===== config.mk =====
export PLATFORM = sky130hd
export DESIGN_NAME = rgb_to_hue_saturation_luma
export DESIGN_NICKNAME = d
export VERILOG_FILES = /design/src/rtl/rgbhsl_pkg.sv /design/src/rtl/rgbhsl_div.sv /design/src/rtl/rgb_to_hue_saturation_luma.sv
export SDC_FILE = /design/constraint.sdc
export NUM_CORES = 2
export LEC_CHECK = 0
export ABC_AREA = 1
export BUFFER_PORTS_ARGS = -buffer_cell sky130_fd_sc_hd__clkbuf_2
export CAP_MARGIN = 20
export CORE_MARGIN = 2
export CORE_UTILIZATION = 46
export CTS_BUF_LIST = sky130_fd_sc_hd__clkbuf_8
export DETAILED_ROUTE_END_ITERATION = 16
export SYNTH_ARGS = -nofsm -noshare
export SYNTH_HDL_FRONTEND = slang
export SYNTH_SLANG_ARGS = --single-unit

===== constraint.sdc =====
create_clock -name clk -period 51.9 [get_ports clk]
set_clock_uncertainty 0.1 [all_clocks]
set_input_delay 2.595 -clock clk [delete_from_list [all_inputs] [get_ports clk]]
set_output_delay 2.595 -clock clk [all_outputs]
set_load 0.01 [all_outputs]

===== src/rtl/rgbhsl_pkg.sv =====
// Shared constants and types for the RGB to hue, saturation and luma converter.
package rgbhsl_pkg;

    localparam int PIX_W      = 8;
    localparam int SUM_W      = 10;
    localparam int HNUM_W     = 11;
    localparam int LUMA_ACC_W = 15;

    localparam int NUM_W = 19;
    localparam int DEN_W = 11;
    localparam int Q_W   = 8;

    localparam int NSTAGE = 2 + Q_W;

    localparam int LUMA_RECIP  = 5243;
    localparam int LUMA_SHIFT  = 19;
    localparam int LUMA_PROD_W = 28;

    localparam int HUE_SCALE  = 255;
    localparam int SAT_SCALE  = 510;
    localparam int LUMA_ROUND = 50;
    localparam int LUMA_WR    = 30;
    localparam int LUMA_WG    = 59;
    localparam int LUMA_WB    = 11;

    typedef struct packed {
        logic [PIX_W-1:0]      alpha;
        logic [PIX_W-1:0]      chroma;
        logic [PIX_W-1:0]      mn;
        logic [SUM_W-1:0]      sum;
        logic [HNUM_W-1:0]     hue_num;
        logic [LUMA_ACC_W-1:0] luma_acc;
    } prep_t;

    typedef struct packed {
        logic [PIX_W-1:0] alpha;
        logic [PIX_W-1:0] chroma;
        logic [PIX_W-1:0] luma;
    } side_t;

endpackage


===== src/rtl/rgbhsl_div.sv =====
// Pipelined restoring divider that produces one quotient bit per stage.
module rgbhsl_div (
    input  logic                          clk,
    input  logic [rgbhsl_pkg::Q_W-1:0]    load,
    input  logic [rgbhsl_pkg::NUM_W-1:0]  num,
    input  logic [rgbhsl_pkg::DEN_W-1:0]  den,
    output logic [rgbhsl_pkg::Q_W-1:0]    quo
);

    logic [rgbhsl_pkg::NUM_W-1:0] rem_reg  [rgbhsl_pkg::Q_W];
    logic [rgbhsl_pkg::NUM_W-1:0] rem_next [rgbhsl_pkg::Q_W];
    logic [rgbhsl_pkg::NUM_W-1:0] rem_src  [rgbhsl_pkg::Q_W];
    logic [rgbhsl_pkg::DEN_W-1:0] den_reg  [rgbhsl_pkg::Q_W];
    logic [rgbhsl_pkg::DEN_W-1:0] den_src  [rgbhsl_pkg::Q_W];
    logic [rgbhsl_pkg::Q_W-1:0]   q_reg    [rgbhsl_pkg::Q_W];
    logic [rgbhsl_pkg::Q_W-1:0]   q_next   [rgbhsl_pkg::Q_W];
    logic [rgbhsl_pkg::Q_W-1:0]   q_src    [rgbhsl_pkg::Q_W];
    logic [rgbhsl_pkg::NUM_W-1:0] trial    [rgbhsl_pkg::Q_W];

    always_comb
    begin
        rem_src[0] = num;
        den_src[0] = den;
        q_src[0]   = '0;
        for (int s = 1; s < rgbhsl_pkg::Q_W; s++)
        begin
            rem_src[s] = rem_reg[s-1];
            den_src[s] = den_reg[s-1];
            q_src[s]   = q_reg[s-1];
        end
        for (int s = 0; s < rgbhsl_pkg::Q_W; s++)
        begin
            trial[s] = rgbhsl_pkg::NUM_W'(den_src[s]) << (rgbhsl_pkg::Q_W - 1 - s);
            if (rem_src[s] >= trial[s])
            begin
                rem_next[s] = rem_src[s] - trial[s];
                q_next[s]   = q_src[s] | (rgbhsl_pkg::Q_W'(1) << (rgbhsl_pkg::Q_W - 1 - s));
            end
            else
            begin
                rem_next[s] = rem_src[s];
                q_next[s]   = q_src[s];
            end
        end
    end

    always_ff @(posedge clk)
    begin
        for (int s = 0; s < rgbhsl_pkg::Q_W; s++)
        begin
            if (load[s])
            begin
                rem_reg[s] <= rem_next[s];
                den_reg[s] <= den_src[s];
                q_reg[s]   <= q_next[s];
            end
        end
    end

    assign quo = q_reg[rgbhsl_pkg::Q_W-1];

endmodule


===== src/rtl/rgb_to_hue_saturation_luma.sv =====
// RGBA pixel to hue, saturation, luma, chroma and alpha converter.
// The pipeline has one preparation stage, one scaling stage and eight
// quotient stages of the two pipelined dividers.
// Throughput is one item per cycle; each stage holds its item under stall.
// Reset clears only the stage valid bits, so the pipeline starts empty.
module rgb_to_hue_saturation_luma (
    input  logic       clk,
    input  logic       rst_n,
    input  logic       in_valid,
    output logic       in_stall,
    input  logic [7:0] red,
    input  logic [7:0] green,
    input  logic [7:0] blue,
    input  logic [7:0] alpha,
    output logic       out_valid,
    input  logic       out_stall,
    output logic [7:0] hue,
    output logic [7:0] saturation,
    output logic [7:0] luma,
    output logic [7:0] alpha_out,
    output logic [7:0] chroma
);

    logic [rgbhsl_pkg::NSTAGE-1:0] valid_reg;
    logic [rgbhsl_pkg::NSTAGE:0]   rdy;

    rgbhsl_pkg::prep_t prep_reg;
    rgbhsl_pkg::prep_t prep_next;

    logic [rgbhsl_pkg::PIX_W-1:0] mx;
    logic [rgbhsl_pkg::PIX_W-1:0] mn;
    logic [rgbhsl_pkg::PIX_W-1:0] c;

    logic [rgbhsl_pkg::NUM_W-1:0] hue_num_reg;
    logic [rgbhsl_pkg::NUM_W-1:0] hue_num_next;
    logic [rgbhsl_pkg::DEN_W-1:0] hue_den_reg;
    logic [rgbhsl_pkg::DEN_W-1:0] hue_den_next;
    logic [rgbhsl_pkg::NUM_W-1:0] sat_num_reg;
    logic [rgbhsl_pkg::NUM_W-1:0] sat_num_next;
    logic [rgbhsl_pkg::DEN_W-1:0] sat_den_reg;
    logic [rgbhsl_pkg::DEN_W-1:0] sat_den_next;
    logic [rgbhsl_pkg::SUM_W-1:0] sat_diff;
    logic [rgbhsl_pkg::LUMA_PROD_W-1:0] luma_prod;

    rgbhsl_pkg::side_t side_reg [rgbhsl_pkg::NSTAGE-1];
    rgbhsl_pkg::side_t side_next;

    always_comb
    begin
        rdy[rgbhsl_pkg::NSTAGE] = !out_stall;
        for (int s = rgbhsl_pkg::NSTAGE - 1; s >= 0; s--)
        begin
            rdy[s] = !valid_reg[s] || rdy[s+1];
        end
    end

    assign in_stall  = !rdy[0];
    assign out_valid = valid_reg[rgbhsl_pkg::NSTAGE-1];

    always_ff @(posedge clk or negedge rst_n)
    begin
        if (!rst_n)
        begin
            valid_reg <= '0;
        end
        else
        begin
            if (rdy[0])
            begin
                valid_reg[0] <= in_valid;
            end
            for (int s = 1; s < rgbhsl_pkg::NSTAGE; s++)
            begin
                if (rdy[s])
                begin
                    valid_reg[s] <= valid_reg[s-1];
                end
            end
        end
    end

    // Preparation: extremes, chroma, sector numerator and luma accumulation.
    always_comb
    begin
        mx = (red > green) ? red : green;
        mx = (mx > blue) ? mx : blue;
        mn = (red < green) ? red : green;
        mn = (mn < blue) ? mn : blue;
        c  = mx - mn;

        prep_next.alpha  = alpha;
        prep_next.chroma = c;
        prep_next.mn     = mn;
        prep_next.sum    = rgbhsl_pkg::SUM_W'(red) + rgbhsl_pkg::SUM_W'(green)
                         + rgbhsl_pkg::SUM_W'(blue);

        if (mx == red)
        begin
            if (green >= blue)
            begin
                prep_next.hue_num = rgbhsl_pkg::HNUM_W'(green) - rgbhsl_pkg::HNUM_W'(blue);
            end
            else
            begin
                prep_next.hue_num = rgbhsl_pkg::HNUM_W'(c) * rgbhsl_pkg::HNUM_W'(6)
                                  - (rgbhsl_pkg::HNUM_W'(blue) - rgbhsl_pkg::HNUM_W'(green));
            end
        end
        else if (mx == green)
        begin
            prep_next.hue_num = rgbhsl_pkg::HNUM_W'(c) * rgbhsl_pkg::HNUM_W'(2)
                              + rgbhsl_pkg::HNUM_W'(blue) - rgbhsl_pkg::HNUM_W'(red);
        end
        else
        begin
            prep_next.hue_num = rgbhsl_pkg::HNUM_W'(c) * rgbhsl_pkg::HNUM_W'(4)
                              + rgbhsl_pkg::HNUM_W'(red) - rgbhsl_pkg::HNUM_W'(green);
        end

        prep_next.luma_acc =
              rgbhsl_pkg::LUMA_ACC_W'(red)   * rgbhsl_pkg::LUMA_ACC_W'(rgbhsl_pkg::LUMA_WR)
            + rgbhsl_pkg::LUMA_ACC_W'(green) * rgbhsl_pkg::LUMA_ACC_W'(rgbhsl_pkg::LUMA_WG)
            + rgbhsl_pkg::LUMA_ACC_W'(blue)  * rgbhsl_pkg::LUMA_ACC_W'(rgbhsl_pkg::LUMA_WB)
            + rgbhsl_pkg::LUMA_ACC_W'(rgbhsl_pkg::LUMA_ROUND);
    end

    always_ff @(posedge clk)
    begin
        if (rdy[0])
        begin
            prep_reg <= prep_next;
        end
    end

    // Scaling: divider operands, with a unit divisor for grey and black pixels, and the scaled luma.
    always_comb
    begin
        hue_num_next = rgbhsl_pkg::NUM_W'(prep_reg.hue_num)
                         * rgbhsl_pkg::NUM_W'(rgbhsl_pkg::HUE_SCALE)
                     + rgbhsl_pkg::NUM_W'(prep_reg.chroma) * rgbhsl_pkg::NUM_W'(3);
        if (prep_reg.chroma == '0)
        begin
            hue_den_next = rgbhsl_pkg::DEN_W'(1);
        end
        else
        begin
            hue_den_next = rgbhsl_pkg::DEN_W'(prep_reg.chroma) * rgbhsl_pkg::DEN_W'(6);
        end

        sat_diff     = prep_reg.sum - rgbhsl_pkg::SUM_W'(prep_reg.mn) * rgbhsl_pkg::SUM_W'(3);
        sat_num_next = rgbhsl_pkg::NUM_W'(sat_diff) * rgbhsl_pkg::NUM_W'(rgbhsl_pkg::SAT_SCALE)
                     + rgbhsl_pkg::NUM_W'(prep_reg.sum);
        if (prep_reg.sum == '0)
        begin
            sat_den_next = rgbhsl_pkg::DEN_W'(1);
        end
        else
        begin
            sat_den_next = rgbhsl_pkg::DEN_W'(prep_reg.sum) * rgbhsl_pkg::DEN_W'(2);
        end

        luma_prod = rgbhsl_pkg::LUMA_PROD_W'(prep_reg.luma_acc)
                  * rgbhsl_pkg::LUMA_PROD_W'(rgbhsl_pkg::LUMA_RECIP);

        side_next.alpha  = prep_reg.alpha;
        side_next.chroma = prep_reg.chroma;
        side_next.luma   = luma_prod[rgbhsl_pkg::LUMA_SHIFT +: rgbhsl_pkg::PIX_W];
    end

    always_ff @(posedge clk)
    begin
        if (rdy[1])
        begin
            hue_num_reg <= hue_num_next;
            hue_den_reg <= hue_den_next;
            sat_num_reg <= sat_num_next;
            sat_den_reg <= sat_den_next;
            side_reg[0] <= side_next;
        end
        for (int k = 1; k < rgbhsl_pkg::NSTAGE - 1; k++)
        begin
            if (rdy[k+1])
            begin
                side_reg[k] <= side_reg[k-1];
            end
        end
    end

    rgbhsl_div u_hue_div (
        .clk  (clk),
        .load (rdy[2 +: rgbhsl_pkg::Q_W]),
        .num  (hue_num_reg),
        .den  (hue_den_reg),
        .quo  (hue)
    );

    rgbhsl_div u_sat_div (
        .clk  (clk),
        .load (rdy[2 +: rgbhsl_pkg::Q_W]),
        .num  (sat_num_reg),
        .den  (sat_den_reg),
        .quo  (saturation)
    );

    assign luma      = side_reg[rgbhsl_pkg::NSTAGE-2].luma;
    assign alpha_out = side_reg[rgbhsl_pkg::NSTAGE-2].alpha;
    assign chroma    = side_reg[rgbhsl_pkg::NSTAGE-2].chroma;

    a_accept_enters: assert property (@(posedge clk) disable iff (!rst_n)
        (in_valid && !in_stall) |=> valid_reg[0])
        else $error("accepted item did not enter the first stage");

    a_divisor_nonzero: assert property (@(posedge clk) disable iff (!rst_n)
        valid_reg[1] |-> (hue_den_reg != '0 && sat_den_reg != '0))
        else $error("divider operand stage holds a zero divisor");

    a_full_backpressure: assert property (@(posedge clk) disable iff (!rst_n)
        (out_stall && (&valid_reg)) |-> in_stall)
        else $error("full pipeline under output stall did not stall the input");

    a_stalled_output_holds: assert property (@(posedge clk) disable iff (!rst_n)
        (out_valid && out_stall) |=> (out_valid && $stable(hue) && $stable(luma)))
        else $error("stalled result changed");

endmodule

==> Word-level counts from Yosys, hierarchy flattened <==
Memories as Yosys holds them, arrays and structs flattened.
Cells that the tools add are included.
{ "totals": {"memories": 7, "elab_cells": 177, "mem_bits_rw": 824, "inputBits": 36, "ff_bits": 130} }
{ "op_classes": {"magnitude_cmp": 21, "addsub": 32, "n_reduce_logical": 24, "n_mux": 59, "mul": 10, "eq_ne": 2} }
{ "memory_table": {"columns": ["name", "words", "word_bits", "rd", "rd_ports_with_merged_regs", "wr", "line_no", "text"], "rows": [
  ["side_reg", 9, 24, 9, 0, 9, "rgb_to_hue_saturation_luma.sv:45", "rgbhsl_pkg::side_t side_reg [rgbhsl_pkg::NSTAGE-1];"],
  ["u_hue_div.rem_reg", 8, 19, 7, 0, 8, "rgbhsl_div.sv:10", "logic [rgbhsl_pkg::NUM_W-1:0] rem_reg [rgbhsl_pkg::Q_W];"],
  ["u_sat_div.rem_reg", 8, 19, 7, 0, 8, "rgbhsl_div.sv:10", null],
  ["u_hue_div.den_reg", 8, 11, 7, 0, 8, "rgbhsl_div.sv:13", "logic [rgbhsl_pkg::DEN_W-1:0] den_reg [rgbhsl_pkg::Q_W];"],
  ["u_sat_div.den_reg", 8, 11, 7, 0, 8, "rgbhsl_div.sv:13", null],
  ["u_hue_div.q_reg", 8, 8, 8, 0, 8, "rgbhsl_div.sv:15", "logic [rgbhsl_pkg::Q_W-1:0] q_reg [rgbhsl_pkg::Q_W];"],
  ["+1 memories", null, null, null, null, null, null, null]
]} }
{ "op_table": {"columns": ["op", "n"], "rows": [
  ["$mux W19", 16],
  ["$mux W8", 6],
  ["$mul A8 B2 Y10 const B", 4],
  ["$add A19 B10 Y19", 2],
  ["$ge A19 B11 Y1", 2],
  ["$ge A19 B12 Y1", 2],
  ["$ge A19 B13 Y1", 2],
  ["$ge A19 B14 Y1", 2],
  ["$ge A19 B15 Y1", 2],
  ["$ge A19 B16 Y1", 2],
  ["$ge A19 B17 Y1", 2],
  ["$ge A19 B18 Y1", 2],
  ["$sub A19 B11 Y19", 2],
  ["$sub A19 B12 Y19", 2],
  ["$sub A19 B13 Y19", 2],
  ["$sub A19 B14 Y19", 2],
  ["$sub A19 B15 Y19", 2],
  ["$sub A19 B16 Y19", 2],
  ["$sub A19 B17 Y19", 2],
  ["$sub A19 B18 Y19", 2],
  ["$mux W11", 3],
  ["$mul A15 B13 Y27 const B", 1],
  ["$mul A8 B4 Y12 const B", 2],
  ["$mux W1", 22],
  ["other kinds (29)", 60]
]} }

==> Longest topological paths before layout <==
{ "logic_depth": {"ltp_word": 12, "depth_mapped": 49, "depth_no_buf": 49} }

==> Cells and area by module <==
A second synthesis with hierarchy kept.
{ "unflattened": {"cells_unflattened": 5712, "area_unflattened_um2": 56694.4} }
{ "modules_own_cells": {"columns": ["module", "cells_each", "instances", "area_each_um2", "seq_area_each_um2"], "rows": [
  ["rgb_to_hue_saturation_luma", 2483, 1, 27775.4, 10339.9],
  ["rgbhsl_div at u_sat_div", 1623, 1, 14488.9, 7387.1],
  ["rgbhsl_div at u_hue_div", 1606, 1, 14430.1, 7387.1]
]} }

==> Worst setup path before layout <==
No wires, ideal clock.
{ "synth_path": {"kind": "in2out", "startpoint": "input out_stall", "endpoint": "output in_stall", "arrival_ns": 19.343, "stages": 18, "path_buffers": 0, "slack_ns": 29.862, "path_cell_list": "nand2_1 nor2_1 inv_1 nor2_1 inv_1 nor2_1 inv_1 nor2_1 inv_1 nor2_1 inv_1 nor2_1 inv_1 nor2_1 inv_1 nor2_1 inv_1 nor2_1"} }
{ "synth_between": {"elab_chain_len": 12} }
{ "synth_rtl": {"columns": ["item", "line_no", "text"], "rows": [
  ["from (decl)", "rgb_to_hue_saturation_luma.sv:16", "input logic out_stall,"],
  ["$logic_not A1 Y1", "rgb_to_hue_saturation_luma.sv:50", "rdy[rgbhsl_pkg::NSTAGE] = !out_stall;"],
  ["$logic_or A1 B1 Y1 (2 in series)", "rgb_to_hue_saturation_luma.sv:53", "rdy[s] = !valid_reg[s] || rdy[s+1];"],
  ["net rdy (one bit)", "rgb_to_hue_saturation_luma.sv:25", "logic [rgbhsl_pkg::NSTAGE:0] rdy;"],
  ["$logic_or A1 B1 Y1", "rgb_to_hue_saturation_luma.sv:53", null],
  ["net rdy (one bit)", "rgb_to_hue_saturation_luma.sv:25", null],
  ["$logic_or A1 B1 Y1", "rgb_to_hue_saturation_luma.sv:53", null],
  ["net rdy (one bit)", "rgb_to_hue_saturation_luma.sv:25", null],
  ["$logic_or A1 B1 Y1", "rgb_to_hue_saturation_luma.sv:53", null],
  ["net rdy (one bit)", "rgb_to_hue_saturation_luma.sv:25", null],
  ["(+1 left out)", null, null],
  ["net rdy (one bit)", "rgb_to_hue_saturation_luma.sv:25", null],
  ["$logic_or A1 B1 Y1", "rgb_to_hue_saturation_luma.sv:53", null],
  ["net rdy (one bit)", "rgb_to_hue_saturation_luma.sv:25", null],
  ["$logic_or A1 B1 Y1", "rgb_to_hue_saturation_luma.sv:53", null],
  ["net rdy (one bit)", "rgb_to_hue_saturation_luma.sv:25", null],
  ["$logic_or A1 B1 Y1", "rgb_to_hue_saturation_luma.sv:53", null],
  ["net rdy (one bit)", "rgb_to_hue_saturation_luma.sv:25", null],
  ["$logic_or A1 B1 Y1", "rgb_to_hue_saturation_luma.sv:53", null],
  ["$logic_not A1 Y1", "rgb_to_hue_saturation_luma.sv:57", "assign in_stall = !rdy[0];"],
  ["to (decl)", "rgb_to_hue_saturation_luma.sv:10", "output logic in_stall,"]
]} }
The timed path passes the listed nets, and every way through them passes these cells.

==> Worst setup path after layout <==
{ "layout_path": {"startpoint": "input out_stall", "endpoint": "output in_stall"} }
{ "layout_between": {"elab_chain_len": 12} }
{ "layout_rtl": {"columns": ["item", "line_no"], "rows": [
  ["$logic_not A1 Y1", "rgb_to_hue_saturation_luma.sv:50"],
  ["$logic_or A1 B1 Y1", "rgb_to_hue_saturation_luma.sv:53"],
  ["net rdy (one bit)", "rgb_to_hue_saturation_luma.sv:25"],
  ["$logic_or A1 B1 Y1", "rgb_to_hue_saturation_luma.sv:53"],
  ["net rdy (one bit)", "rgb_to_hue_saturation_luma.sv:25"],
  ["$logic_or A1 B1 Y1", "rgb_to_hue_saturation_luma.sv:53"],
  ["net rdy (one bit)", "rgb_to_hue_saturation_luma.sv:25"],
  ["$logic_or A1 B1 Y1", "rgb_to_hue_saturation_luma.sv:53"],
  ["net rdy (one bit)", "rgb_to_hue_saturation_luma.sv:25"],
  ["(+1 left out)", null],
  ["net rdy (one bit)", "rgb_to_hue_saturation_luma.sv:25"],
  ["(+1 left out)", null],
  ["net rdy (one bit)", "rgb_to_hue_saturation_luma.sv:25"],
  ["$logic_or A1 B1 Y1", "rgb_to_hue_saturation_luma.sv:53"],
  ["net rdy (one bit)", "rgb_to_hue_saturation_luma.sv:25"],
  ["$logic_or A1 B1 Y1", "rgb_to_hue_saturation_luma.sv:53"],
  ["net rdy (one bit)", "rgb_to_hue_saturation_luma.sv:25"],
  ["$logic_or A1 B1 Y1", "rgb_to_hue_saturation_luma.sv:53"],
  ["net rdy (one bit)", "rgb_to_hue_saturation_luma.sv:25"],
  ["$logic_or A1 B1 Y1", "rgb_to_hue_saturation_luma.sv:53"],
  ["$logic_not A1 Y1", "rgb_to_hue_saturation_luma.sv:57"]
]} }
The timed path passes the listed nets, and every way through them passes these cells.

==> results_dict.tcl <==
set metrics [dict create \
    status "complete, no violations" \
    fin_crit_ns 10.74 \
    synth_area_mm2 0.0533 \
    startpoint_type "input pin" \
    cp-end-kind "primary output" \
    drive_above_1_share_pct 6.83 \
    cts.sinks 838 \
    r2r_setup_slack_ns 44.03 \
    crit_chain "clkbuf_2 > nand2_2 > buf_4 > nor2_1 > inv_4 > nor2_1 > inv_4 > nor2_1 > inv_4 > nor2_1 > inv_4 > nor2_1 > clkinv_2 > nor2_1 > clkinv_2 > nor2_1 > clkinv_2 > buf_4 > buf_16 > nor2_1 > clkinv_2 > nor2_1 > clkbuf_2" \
    dieArea_mm2 0.119 \
    syn_inst 4886 \
    r2r-end "sat_num_reg[16]" \
    finalSetupViolations 0 \
    first_pass_iters 7 \
    synth_cell_types 61 \
    reg2reg_depth 28 \
    crit_top_cell "nor2_1" \
    preCtsSetupSlack_ns 40.90 \
    drv_cap 0 \
    clockBufferDepth 3 \
    fill_cells 10300 \
    io_pins 78 \
    layout_setup_ws_ns 41.16 \
    worstPathRequired_ns 49.21 \
    drt-total-wl_um 104000 \
    hp-class "flip-flop to flip-flop" \
    ys_ff_latch 838 \
    io_buffers 77 \
    final-hold-violation-count 0 \
    gp_congestion 0.929 \
    rsz0062_at_grt "no" \
    start_util_pct 46.5 \
    htreeDepth 4 \
    cts_setup_buffers 0 \
    fin_tns_setup_ns 0 \
    cts_resized 0 \
    gr-total-overflow 0 \
    clock_latency_ns 0.81 \
    crit_type "input pin to primary output" \
    cts_buffers 143 \
    synth-main-ff-cell "edfxtp_1" \
    report.final.slew_viol_count 0 \
    synth.net_count 5760 \
    yosysSeqAreaShare_pct 47.1 \
    hold_buffers 0 \
    antenna_found_initial 2 \
    drt.antenna.violating_nets 0 \
    final_common_cell "inv_1" \
    yosysWarnings 0 \
    clockRootBuffer "clkbuf_8" \
    path_max_fanout 64 \
    grt_use_total_pct 18.0 \
    syn_area_per_cell_um2 10.9 \
    via_per_inst 4.92 \
    grt_max_degree 89 \
    vias 32800 \
    period_share_pct 20.7 \
    worst_slew_pin_slew_ns 1.01 \
    die_y_um 345 \
    synth_edf_count 828 \
    grt_pass1_vias 33800 \
    crit_path_start "out_stall" \
    seq_area_mm2 0.0251 \
    final_nets 5923 \
    die_x_um 345 \
    placementRows 124 \
    drt_iter0_markers 1582 \
    slew_headroom_pct 32.6 \
    core_mm2 0.115 \
    area_growth_pct 8.96 \
    tritoncts "built" \
    multi_input_area_mm2 0.0245 \
    clk_pin_slew_ns 0.06 \
    timing.fmax_mhz 93.1 \
    drcViolationCount 0 \
    cp-endpoint "in_stall" \
    async_flop_share_pct 1.19 \
    post-route-util_pct 50.7 \
    wl_per_cell_um 15.5 \
    cp_slowest_stage_delay_ns 0.64 \
    timing.rr.start "prep_reg[28]" \
    cp_slowest_cell "nor2_1" \
    hpwlAfterDp_um 82500 \
    layout_common_cells "inv_1, edfxtp_1, nand2_1" \
    largest_reg_flops 216 \
    grt_pass1_wl_um 170000 \
    worstPathArrival_ns 8.04 \
]
## cells by family after synthesis
group | after synthesis | share of synthesized area, %
and+or+nand+nor | 1223 | 9.78
buffers and inverters | 967 | 7.06
adders and majority gates | 838 | 23.7
DFF | 838 | 47.1
AOI/OAI and AO/OA | 727 | 7.55
xor gates and xnor gates | 290 | 4.76
muxes | 3 | 0.0633
## worst min path at each step
stage	from	endpoint	slack [ns]	cells past startpoint
finish	side_reg[0][84]	side_reg[0][108]	0.29	0
global route	side_reg[0][84]	side_reg[0][108]	0.29	0
CTS	side_reg[0][107]	side_reg[0][131]	0.27	0
detailed placement	side_reg[0][101]	side_reg[0][125]	0.30	0
global placement	side_reg[0][127]	side_reg[0][151]	0.30	0
floorplan	side_reg[0][76]	side_reg[0][100]	0.30	0
## cells in the mapped netlist (all sizes together) (2+ instances only)
| library cell | number | area, µm² |
|---|---|---|
| or2 | 21 | 131 |
| a31oi | 27 | 169 |
| mux2 | 3 | 33.8 |
| clkbuf | 28 | 106 |
| o311ai | 3 | 26.3 |
| o2111ai | 4 | 35.0 |
| nor3 | 50 | 250 |
| inv | 892 | 3350 |
| nor2 | 254 | 976 |
| a21o | 13 | 97.6 |
| a21oi | 331 | 1670 |
| nor3b | 6 | 45.0 |
| o21a | 7 | 52.6 |
| nand4 | 40 | 250 |
| and2 | 3 | 18.8 |
| o31ai | 4 | 30.0 |
| o221ai | 5 | 43.8 |
| a31o | 2 | 17.5 |
| a221oi | 3 | 26.3 |
| nor4b | 3 | 26.3 |
| nand3 | 147 | 746 |
| a21boi | 15 | 116 |
| and3 | 4 | 25.0 |
| fa | 288 | 5770 |
| xor2 | 184 | 1610 |
| nand3b | 6 | 45.0 |
| clkinv | 4 | 15.0 |
| o21ai | 263 | 1370 |
| nor4 | 21 | 131 |
| o211ai | 8 | 60.1 |
| buf | 43 | 294 |
| dfrtp | 10 | 250 |
| o22ai | 2 | 12.5 |
| a211oi | 11 | 82.6 |
| ha | 550 | 6880 |
| xnor2 | 106 | 928 |
| nand2 | 666 | 2560 |
| o21bai | 24 | 180 |
| a211o | 2 | 17.5 |
| edfxtp | 828 | 24900 |
## stage by stage
stage | instances | hold slack, ns | area [µm²]
after floorplan | 4886 | 0.300 | 53300
after CTS | 6677 | 0.269 | 58100
after global routing | 6680 | 0.290 | 58100
final | 6680 | 0.289 | 58100
after global placement | 6415 | 0.301 | 55300
after detailed placement | 6415 | 0.305 | 55300
## area by class of cell
type | instances | share of cell area, %
Inverter | 896 | 5.81
Timing Repair Buffer | 89 | 0.852
Antenna cell | 2 | 0.00861
Sequential cell | 838 | 43.2
Multi-Input combinational cell | 3081 | 42.1
Clock inverter | 114 | 1.26
Tap cell | 1512 | 3.25
Clock buffer | 148 | 3.50
## routing by layer
| metal | up-vias | track usage, % | routed length [µm] |
|---|---|---|---|
| met5 | - | 0 | 0 |
| met4 | 0 | 5.79 | 2720 |
| met3 | 172 | 2.71 | 3120 |
| met2 | 475 | 32.5 | 52800 |
| met1 | 15400 | 22.0 | 44900 |
| li1 | 16800 | - | - |
## worst max-delay path: cells and delay by family
kind	cells	cell delay (ns)
buf+inv	13	2.99
simple gates	10	2.34
Power is left out: the tool's default activity adds up to more than one toggle a clock period on the data nets, which glitch-free logic cannot reach.
